==> src/hw/rtl/sab_pkg.sv <==
// Shared types and constants for the scanning ADC block averager.
// Used by sab_ctrl, sab_datapath, sab_checker and the top level; depends on nothing.
package sab_pkg;

  // Field widths.
  localparam int unsigned SampleW = 10;
  localparam int unsigned ValueW  = 8;
  localparam int unsigned SumW    = 16;
  localparam int unsigned CountW  = 8;
  localparam int unsigned ChanW   = 2;
  localparam int unsigned AvgW    = 8;

  // Divider: the quotient is taken one bit per step over the low half of the sum.
  localparam int unsigned DivW     = CountW + 1;
  localparam int unsigned DivSteps = AvgW;
  localparam int unsigned StepW    = $clog2(DivSteps);

  // Channel scan.
  localparam int unsigned NumChannels = 3;
  localparam logic [ChanW-1:0] LastChannel = 2'd2;
  localparam logic [ChanW-1:0] FirstChannel = 2'd0;

  // Reset value of the samples-per-average register.
  localparam logic [CountW-1:0] SamplesReset = 8'd255;

  // Commands from the controller to the datapath.
  typedef struct packed {
    logic accept;    // input transfer this cycle
    logic div_step;  // one restoring-division step
    logic commit;    // store the average and advance the channel
    logic publish;   // load the output register
  } sab_cmd_t;

  // Status from the datapath to the controller.
  typedef struct packed {
    logic hit;       // the accepted sample completes a block
  } sab_sts_t;

endpackage

==> src/hw/rtl/scanning_adc_block_averager.sv <==
// Top level of the scanning ADC block averager.
// Depends on sab_pkg, sab_ctrl and sab_datapath.
//
//   Channel   Signals                          Moves
//   --------  -------------------------------  ------------------------------
//   config    cfg_we_i, cfg_wdata_i            samples per average, no wait
//   input     in_valid_i/in_ready_o, sample_i  one 10-bit sample per transfer
//   output    out_valid_o/out_ready_i, fields  one result per input transfer
//
// A sample that does not end a block goes from its transfer to publish.
// A sample that ends a block first passes divide, where the 8-step restoring
// divider computes one quotient bit per cycle, then commit stores the average.
// One sample is in work at a time; the next input transfer is taken once the
// result sits in the output register, even while that result waits.
// Reset clears the accumulator, counter, channel and averages at once.
module scanning_adc_block_averager (
  input  logic                        clk_i,
  input  logic                        rst_ni,
  input  logic                        cfg_we_i,
  input  logic [sab_pkg::CountW-1:0]  cfg_wdata_i,
  input  logic                        in_valid_i,
  output logic                        in_ready_o,
  input  logic [sab_pkg::SampleW-1:0] sample_i,
  output logic                        out_valid_o,
  input  logic                        out_ready_i,
  output logic [sab_pkg::ChanW-1:0]   next_channel_o,
  output logic                        scan_done_o,
  output logic [sab_pkg::AvgW-1:0]    average_ch0_o,
  output logic [sab_pkg::AvgW-1:0]    average_ch1_o,
  output logic [sab_pkg::AvgW-1:0]    average_ch2_o
);
  import sab_pkg::*;

  sab_cmd_t cmd;
  sab_sts_t sts;

  // Sequencing of accept, divide, commit and publish.
  sab_ctrl u_ctrl (
    .clk_i       (clk_i),
    .rst_ni      (rst_ni),
    .in_valid_i  (in_valid_i),
    .in_ready_o  (in_ready_o),
    .out_valid_o (out_valid_o),
    .out_ready_i (out_ready_i),
    .sts_i       (sts),
    .cmd_o       (cmd)
  );

  // Accumulator, divider and result storage.
  sab_datapath u_datapath (
    .clk_i          (clk_i),
    .rst_ni         (rst_ni),
    .cfg_we_i       (cfg_we_i),
    .cfg_wdata_i    (cfg_wdata_i),
    .sample_i       (sample_i),
    .cmd_i          (cmd),
    .sts_o          (sts),
    .next_channel_o (next_channel_o),
    .scan_done_o    (scan_done_o),
    .average_ch0_o  (average_ch0_o),
    .average_ch1_o  (average_ch1_o),
    .average_ch2_o  (average_ch2_o)
  );

endmodule

==> src/hw/rtl/sab_ctrl.sv <==
// Controller state machine of the scanning ADC block averager.
// Depends on sab_pkg; drives the command struct for sab_datapath.
module sab_ctrl (
  input  logic              clk_i,
  input  logic              rst_ni,
  input  logic              in_valid_i,
  output logic              in_ready_o,
  output logic              out_valid_o,
  input  logic              out_ready_i,
  input  sab_pkg::sab_sts_t sts_i,
  output sab_pkg::sab_cmd_t cmd_o
);
  import sab_pkg::*;

  typedef enum logic [1:0] {
    StIdle,
    StDivide,
    StCommit,
    StPublish
  } state_e;

  state_e           state_q;
  logic [StepW-1:0] step_q;
  logic             out_valid_q;
  logic             out_valid_d;
  logic             slot_free;

  // The output register can take a new result when empty or being emptied.
  assign slot_free = !out_valid_q || out_ready_i;

  // Commands decoded from the state.
  assign in_ready_o       = (state_q == StIdle);
  assign cmd_o.accept     = in_valid_i && (state_q == StIdle);
  assign cmd_o.div_step   = (state_q == StDivide);
  assign cmd_o.commit     = (state_q == StCommit);
  assign cmd_o.publish    = (state_q == StPublish) && slot_free;
  assign out_valid_o      = out_valid_q;

  // The output register fills on publish and empties on a result transfer.
  assign out_valid_d = cmd_o.publish || (out_valid_q && !out_ready_i);

  // State, step counter and output valid.
  always_ff @(posedge clk_i or negedge rst_ni) begin
    if (!rst_ni) begin
      state_q     <= StIdle;
      step_q      <= '0;
      out_valid_q <= 1'b0;
    end else begin
      out_valid_q <= out_valid_d;
      unique case (state_q)
        StIdle: begin
          if (in_valid_i) begin
            step_q  <= '0;
            state_q <= sts_i.hit ? StDivide : StPublish;
          end
        end
        StDivide: begin
          step_q <= step_q + StepW'(1);
          if (step_q == StepW'(DivSteps - 1)) begin
            state_q <= StCommit;
          end
        end
        StCommit: begin
          state_q <= StPublish;
        end
        StPublish: begin
          if (slot_free) begin
            state_q <= StIdle;
          end
        end
        default: begin
          state_q <= StIdle;
        end
      endcase
    end
  end

endmodule

==> src/hw/rtl/sab_datapath.sv <==
// Datapath of the scanning ADC block averager: accumulator, divider,
// channel averages and output register. Depends on sab_pkg.
module sab_datapath (
  input  logic                       clk_i,
  input  logic                       rst_ni,
  input  logic                       cfg_we_i,
  input  logic [sab_pkg::CountW-1:0] cfg_wdata_i,
  input  logic [sab_pkg::SampleW-1:0] sample_i,
  input  sab_pkg::sab_cmd_t          cmd_i,
  output sab_pkg::sab_sts_t          sts_o,
  output logic [sab_pkg::ChanW-1:0]  next_channel_o,
  output logic                       scan_done_o,
  output logic [sab_pkg::AvgW-1:0]   average_ch0_o,
  output logic [sab_pkg::AvgW-1:0]   average_ch1_o,
  output logic [sab_pkg::AvgW-1:0]   average_ch2_o
);
  import sab_pkg::*;

  logic [CountW-1:0] cfg_q;
  logic [SumW-1:0]   sum_q;
  logic [CountW-1:0] count_q;
  logic [ChanW-1:0]  chan_q;
  logic [AvgW-1:0]   avg_q [NumChannels];
  logic              done_q;

  logic [DivW-1:0]   rem_q;
  logic [AvgW-1:0]   quo_q;
  logic [DivW-1:0]   div_q;
  logic              sat_q;

  logic [ChanW-1:0]  ochan_q;
  logic              odone_q;
  logic [AvgW-1:0]   oavg_q [NumChannels];

  logic [ValueW-1:0] value;
  logic [SumW-1:0]   sum_nxt;
  logic [CountW-1:0] cnt_nxt;
  logic [DivW-1:0]   div_nxt;
  logic [DivW-1:0]   rem_init;
  logic [DivW:0]     trial;
  logic [DivW:0]     diff;
  logic              fits;
  logic [AvgW-1:0]   avg_val;

  // Accumulate the sample with its two low bits dropped.
  assign value   = sample_i[SampleW-1 -: ValueW];
  assign sum_nxt = sum_q + {{(SumW - ValueW){1'b0}}, value};
  assign cnt_nxt = count_q + CountW'(1);
  assign sts_o.hit = (cnt_nxt == cfg_q);

  // A count of zero means the counter wrapped: divide by 256.
  assign div_nxt  = (cnt_nxt == '0) ? DivW'(1 << CountW) : {1'b0, cnt_nxt};
  assign rem_init = {1'b0, sum_nxt[SumW-1 -: AvgW]};

  // One restoring step: shift in the next dividend bit and try to subtract.
  assign trial = {rem_q, quo_q[AvgW-1]};
  assign fits  = (trial >= {1'b0, div_q});
  assign diff  = trial - {1'b0, div_q};

  // A high half at or above the divisor means the quotient exceeds 8 bits.
  assign avg_val = sat_q ? {AvgW{1'b1}} : quo_q;

  // Control state: register, accumulator, channel and stored averages.
  always_ff @(posedge clk_i or negedge rst_ni) begin
    if (!rst_ni) begin
      cfg_q   <= SamplesReset;
      sum_q   <= '0;
      count_q <= '0;
      chan_q  <= FirstChannel;
      done_q  <= 1'b0;
      for (int i = 0; i < NumChannels; i++) begin
        avg_q[i] <= '0;
      end
    end else begin
      if (cfg_we_i) begin
        cfg_q <= cfg_wdata_i;
      end
      if (cmd_i.accept) begin
        done_q <= 1'b0;
        if (sts_o.hit) begin
          sum_q   <= '0;
          count_q <= '0;
        end else begin
          sum_q   <= sum_nxt;
          count_q <= cnt_nxt;
        end
      end
      if (cmd_i.commit) begin
        for (int i = 0; i < NumChannels; i++) begin
          if (chan_q == ChanW'(i)) begin
            avg_q[i] <= avg_val;
          end
        end
        if (chan_q >= LastChannel) begin
          done_q <= (chan_q == LastChannel);
          chan_q <= FirstChannel;
        end else begin
          chan_q <= chan_q + ChanW'(1);
        end
      end
    end
  end

  // Divider and output payload registers.
  always_ff @(posedge clk_i) begin
    if (cmd_i.accept && sts_o.hit) begin
      rem_q <= rem_init;
      quo_q <= sum_nxt[AvgW-1:0];
      div_q <= div_nxt;
      sat_q <= (rem_init >= div_nxt);
    end else if (cmd_i.div_step) begin
      rem_q <= fits ? diff[DivW-1:0] : trial[DivW-1:0];
      quo_q <= {quo_q[AvgW-2:0], fits};
    end
    if (cmd_i.publish) begin
      ochan_q <= chan_q;
      odone_q <= done_q;
      for (int i = 0; i < NumChannels; i++) begin
        oavg_q[i] <= avg_q[i];
      end
    end
  end

  assign next_channel_o = ochan_q;
  assign scan_done_o    = odone_q;
  assign average_ch0_o  = oavg_q[0];
  assign average_ch1_o  = oavg_q[1];
  assign average_ch2_o  = oavg_q[2];

endmodule

==> config.mk <==
export PLATFORM = sky130hd
export DESIGN_NAME = scanning_adc_block_averager
export DESIGN_NICKNAME = d
export VERILOG_FILES = /design/src/hw/rtl/sab_pkg.sv /design/src/hw/rtl/scanning_adc_block_averager.sv /design/src/hw/rtl/sab_ctrl.sv /design/src/hw/rtl/sab_datapath.sv
export SDC_FILE = /design/constraint.sdc
export NUM_CORES = 1
export LEC_CHECK = 0
export BUFFER_PORTS_ARGS = -buffer_cell sky130_fd_sc_hd__buf_2
export CAP_MARGIN = 20
export CELL_PAD_IN_SITES_DETAIL_PLACEMENT = 1
export CELL_PAD_IN_SITES_GLOBAL_PLACEMENT = 1
export CORE_UTILIZATION = 48
export DETAILED_ROUTE_END_ITERATION = 10
export GPL_ROUTABILITY_DRIVEN = 0
export PLACE_DENSITY = 0.85
export SLEW_MARGIN = 40
export SYNTH_ARGS = -nofsm -noshare
export SYNTH_HDL_FRONTEND = slang
export SYNTH_SLANG_ARGS = --single-unit
==> constraint.sdc <==
create_clock -name clk_i -period 4.6 [get_ports clk_i]
set_input_delay 0.46 -clock clk_i [delete_from_list [all_inputs] [get_ports clk_i]]
set_output_delay 0.46 -clock clk_i [all_outputs]
set_load 0.02 [all_outputs]
# After elaboration in Yosys (flattened, before gate mapping)
# Memories as Yosys holds them, arrays and structs flattened.
# Cells that the tools add are included.
[op_classes]
n_addsub = 5
mul = 0
div = 0
order_cmp = 3
n_eq_ne = 10
n_shift = 0
muxes = 22
bitwise = 0
reduce_logical = 18
[op_table]
columns = ["op", "n"]
rows = [
  ["$mux 8", 6],
  ["$mux 9", 2],
  ["$add 16x8->16", 1],
  ["$mux 16", 1],
  ["$ge 10x9->1", 1],
  ["$mux 2", 5],
  ["$ge 8x9->1", 1],
  ["$sub 9x9->9", 1],
  ["$add 8x1->8 const B", 1],
  ["$eq 8x8->1", 1],
  ["$logic_not 8->1", 1],
  ["$pmux 2 s4", 1],
  ["$reduce_and 2->1", 4],
  ["$eq 2x2->1 const B", 3],
  ["$pmux 3 s2", 1],
  ["$mux 1", 5],
  ["$eq 2x1->1 const B", 2],
  ["$logic_and 1x1->1", 4],
  ["$logic_not 2->1", 2],
  ["$ne 2x1->1 const B", 2],
  ["$reduce_bool 2->1", 2],
  ["$add 3x1->3 const B", 1],
  ["$eq 3x3->1 const B", 1],
  ["$mux 3", 1],
  ["6 further kinds", 8],
]
[word_totals]
ff_bits = 95
latch_bits = 0
ramBits = 24
mem_bits_ro = 0
in_bits = 23
output_inout_bits = 29
elab_cells = 77
mem_count = 1
[mem_list]
columns = ["memory", "depth", "word_bits", "rd", "rd_clocked_by_memory_dff", "write_ports", "line_no", "text"]
rows = [
  ["u_datapath.oavg_q", 3, 8, 3, 0, 3, "sab_datapath.sv:33", "logic [AvgW-1:0] oavg_q [NumChannels];"],
]

# Depth between registers and ports, before layout
[logic_depth]
word_depth = 5
depth_mapped = 15
mapped_depth_nobuf = 14

# By module
# A second synthesis with hierarchy kept.
[hier_totals]
hier_cells = 538
area_unflattened_um2 = 6095.8
[by_module_without_submodules]
columns = ["module", "n_inst", "cells_each", "area_per_inst_um2", "seq_area_each_um2"]
rows = [
  ["sab_datapath", 1, 505, 5728.0, 3098.0],
  ["sab_ctrl", 1, 33, 367.9, 150.1],
]

# Least setup slack after synthesis
# No wires, ideal clock.
[synth_timing]
kind = "input-to-reg"
from = "in sample_i[2] in the netlist's numbering"
to = "reg u_datapath.sat_q, data pin"
setup_ns = 0.259
arrival_ns = 3.009
t_required_ns = 4.341
setup_slack_ns = 1.332
path_stages = 14
path_buffers = 0
path_cell_list = "ha_1 fa_1 a21oi_1 o211ai_1 o22ai_1 xor2_1 ha_1 nand2b_1 a21o_1 a21o_1 a21oi_1 o21ai_0 a21oi_1 nor2_1"
[synth_between]
elab_chain_cells = 2
[synth_rtl]
columns = ["element", "line_no", "text"]
rows = [
  ["start, declared", "scanning_adc_block_averager.sv:23", "input logic [sab_pkg::SampleW-1:0] sample_i,"],
  ["$add 16x8->16", "sab_datapath.sv:47", "assign sum_nxt = sum_q + {{(SumW - ValueW){1'b0}}, value};"],
  ["$ge 8x9->1", "sab_datapath.sv:110", "sat_q <= (rem_init >= div_nxt);"],
  ["end signal, assigned", "sab_datapath.sv:110", ""],
  ["end, declared", "sab_datapath.sv:29", "logic sat_q;"],
]
# Every way passes these cells.
# A chain may end at the register's enable or synchronous reset.

# Final worst setup path
[layout_timing]
from = "reg u_datapath.sum_q[0]"
to = "reg u_datapath.sat_q, data pin"
[layout_between]
elab_chain_cells = 2
[layout_rtl]
columns = ["element", "line_no", "text"]
rows = [
  ["start, declared", "sab_datapath.sv:20", "logic [SumW-1:0] sum_q;"],
  ["start signal, assigned", "sab_datapath.sv:84", "sum_q <= sum_nxt;"],
  ["$add 16x8->16", "sab_datapath.sv:47", ""],
  ["$ge 8x9->1", "sab_datapath.sv:110", ""],
]
# Every way passes these cells.

==> flow_summary.toml <==
[detailed_routing]
via_per_inst = 5.67
drtAntennaViolNets = 0
vias = 4477
route.detailed.drc = 0
first_iter_violations = 282
firstDrtPassIters = 4
routed_wl_um = 15200
drt-wirelength-per-cell_um = 19.3

[cts]
h-tree-depth = 4
clk_latency_ns = 0.42
clk_pin_slew_worst_paths_ns = 0.06
tritoncts = "done"
cts_buffers = 17
cts_root_buf = "clkbuf_16"
clock-sinks = 119
cts.path.max_buffers = 2
cts_resized = 0

[status]
status = "complete, no violations"

[finish]
layout.nets = 665
drive_gt1_share_pct = 17.4
area_growth_pct = 16.5
antennaDiodeCount = 0
nFillCells = 1301

[floorplan]
design.die.area_mm2 = 0.0129
ios = 52
design.core.area_mm2 = 0.0121
start_util_pct = 49.6
die_h_um = 114
die_x_um = 114
rows = 40

[logic_synthesis]
synthFlopType = "dfrtp_1"
synthDistinctLibCells = 53
ys_seq_area_share_pct = 54.2
syn-cell-area_mm2 = 0.00599
ys_ff_latch = 119
ys.warnings.count = 0
synth_top_area_share_pct = 26.6
synth_area_leader_cell = "edfxtp_1"
synthCells = 556
synth_nets = 613
ys_top_cells_by_area = "edfxtp_1, dfrtp_1, ha_1"
avgSynthCellArea_um2 = 10.8
postSynth.asyncResetShare_pct = 54.6
synth_edf_count = 53

[sta]
skew_ns = 0.00948
hold_ws_ns = 0.281
tns_ns = 0
tightest_slew_ns = 0.718
slew_headroom_pct = 52.0
max_freq_mhz = 272
timing.final.crit_period_ns = 3.68
setup_violations = 0
rsz0062_at_grt = "no"
finalCritPeriodShare_pct = 79.9
final_max_slew_viol_count = 0
finalHoldViolCount = 0

[global_route]
grt_pass1_wl_um = 24600
grt_start_max_net_pins = 61
grt_pass1_vias = 4780
grtUsageTotal_pct = 25.0
overflow = 0
antenna_found_initial = 0

[setup_path]
crit_path_end_kind = "register"
worstPathMaxFanout = 5
required_ns = 4.75
r2r_setup_slack_ns = 0.92
cp-start-kind = "register"
arrival_ns = 3.83
critical_path_class = "reg2reg"

[job]
drv_cap = 0

[power_and_ir_drop]
peakVddDrop_uv = 334
powerDensity_mw_per_mm2 = 691
p_leak_nw = 3.07

[placed_design]
dp_hpwl_um = 10200
io_buffers = 49

[hold_path]
min_path_type = "in2reg"
## power breakdown
part	total [W]	internal (W)	leakage, nW	switching, W
logic	0.00170	0.000623	1.51	0.00108
clock network	0.00131	0.000801	0.271	0.000513
registers	0.00180	0.00158	1.29	0.000222
total	0.00482	0.00301	3.07	0.00181
## final cells by class
cell class | count | area (um^2) | share of cell area, %
flip-flops and latches | 119 | 3250 | 46.5
multi-input cells | 382 | 2510 | 35.9
clock buffers | 18 | 429 | 6.15
repair buffers | 58 | 319 | 4.57
well taps | 168 | 210 | 3.01
clock inverters | 14 | 151 | 2.17
inverters | 30 | 113 | 1.61
## cells in the final DEF (no fill, tap or decap), types with 3 or more instances in the layout
master,netlist,layout
edfxtp_1,53,53
nor3_1,17,17
xnor2_1,17,17
o22ai_1,4,4
o31a_1,3,3
dfstp_2,8,8
xor2_1,13,13
clkinv_4,0,3
nand2b_1,11,11
buf_4,0,7
ha_1,32,32
o21ai_1,5,5
inv_6,0,3
a21oi_1,28,28
mux2_2,8,8
o21ai_0,37,37
and3_1,4,4
clkinvlp_4,0,4
nor2_1,39,39
dfrtp_1,57,57
buf_2,3,49
o31ai_1,14,14
clkbuf_16,0,17
a31oi_1,4,4
mux2i_1,5,5
nand3_1,10,10
o21a_1,7,7
o211ai_1,7,7
or3_1,5,5
inv_1,30,30
nor2b_1,4,4
a21o_1,9,9
nand2_1,62,62
nor3b_1,3,3
nand4_1,5,5
a211oi_1,5,5
## worst max-delay path: stages, from the launching register on
cell and delay, ns:
dfrtp_1 0.40, ha_1 0.23, fa_1 0.41, a21oi_1 0.22
o211ai_1 0.16, o22ai_1 0.48, xor2_1 0.27, ha_1 0.27
nand2b_1 0.14, a21o_1 0.17, a21o_1 0.18, a21oi_1 0.15
o21ai_0 0.11, a21oi_1 0.18, nor2_1 0.06
## state kept, by name, summed over array words and instances, names as in the netlist
| name | cells |
|---|---|
| u_datapath.div_q | 9 |
| u_datapath.done_q | 1 |
| u_datapath.chan_q | 2 |
| u_ctrl.out_valid_o | 1 |
| u_datapath.next_channel_o | 2 |
| u_ctrl.step_q | 3 |
| u_datapath.quo_q | 8 |
| u_datapath.count_q | 8 |
| u_datapath.cfg_q | 8 |
| u_datapath.sum_q | 16 |
| u_datapath.sat_q | 1 |
| u_ctrl.state_q | 2 |
| u_datapath.scan_done_o | 1 |
| u_datapath.rem_q | 9 |
| u_datapath.avg_q | 24 |
| u_datapath.oavg_q | 24 |
## through the flow
step	cell area (um^2)	utilization [%]	power [W]	instances	setup WS [ns]
global placement	6370	52.8	0.00328	756	0.894
CTS	6970	57.8	0.00484	789	0.956
global route	6980	57.9	0.00507	789	0.707
detailed placement	6380	52.9	0.00344	756	0.846
floorplan	5990	-	0.00292	556	1.33
finish	6980	57.9	0.00482	789	0.923
## layer usage
metal	share of wire, %	vias up	GRT usage (%)
met5	0	-	0
met4	2.0	0	10.4
met3	3.2	22	5.63
met2	54	105	44.4
met1	41	2258	29.1
li1	-	2092	-
## logic make-up (layout without fill, tap and decap cells)
kind of cell	Yosys count	in the layout	synth area share [%]
adders and majority gates	34	34	7.35
xor gates and xnor gates	30	30	4.39
buffers and inverters	55	120	4.16
muxes	13	13	2.34
and+or+nand+nor	168	168	13.0
AOI/OAI and AO/OA	137	137	14.5
DFF	119	119	54.2
## synthesized netlist by cell type, types with 7 or more instances
| cell type | count |
|---|---|
| clkbuf_1 | 14 |
| o21a_1 | 7 |
| nand3_1 | 10 |
| xnor2_1 | 17 |
| nand2b_1 | 11 |
| xor2_1 | 13 |
| o211ai_1 | 7 |
| dfrtp_1 | 57 |
| inv_1 | 30 |
| mux2_2 | 8 |
| nor3_1 | 17 |
| o21ai_0 | 37 |
| nand2_1 | 62 |
| nor2_1 | 39 |
| a21oi_1 | 28 |
| a21o_1 | 9 |
| edfxtp_1 | 53 |
| o31ai_1 | 14 |
| dfstp_2 | 8 |
| ha_1 | 32 |
## repair_timing
action,4_1_cts,5_1_grt
endpoints found under the hold margin,3,0
buffers inserted,0,0
hold buffers,1,0
## path summary, 6_finish.rpt
| path | start | endpoint | cells after the start |
|---|---|---|---|
| min reg2reg | u_datapath.done_q | u_datapath.scan_done_o | 0 |
| min | cfg_wdata_i[3] | u_datapath.cfg_q[3] | 2 |
| max | u_datapath.sum_q[0] | u_datapath.sat_q | 14 |
| max in group asynchronous | rst_ni | u_datapath.avg_q[23] | 3 |
| max reg2reg | u_datapath.sum_q[0] | u_datapath.sat_q | 14 |
| min in group asynchronous | rst_ni | u_datapath.count_q[6] | 2 |
No activity file was read; power rests on OpenSTA's default activity.
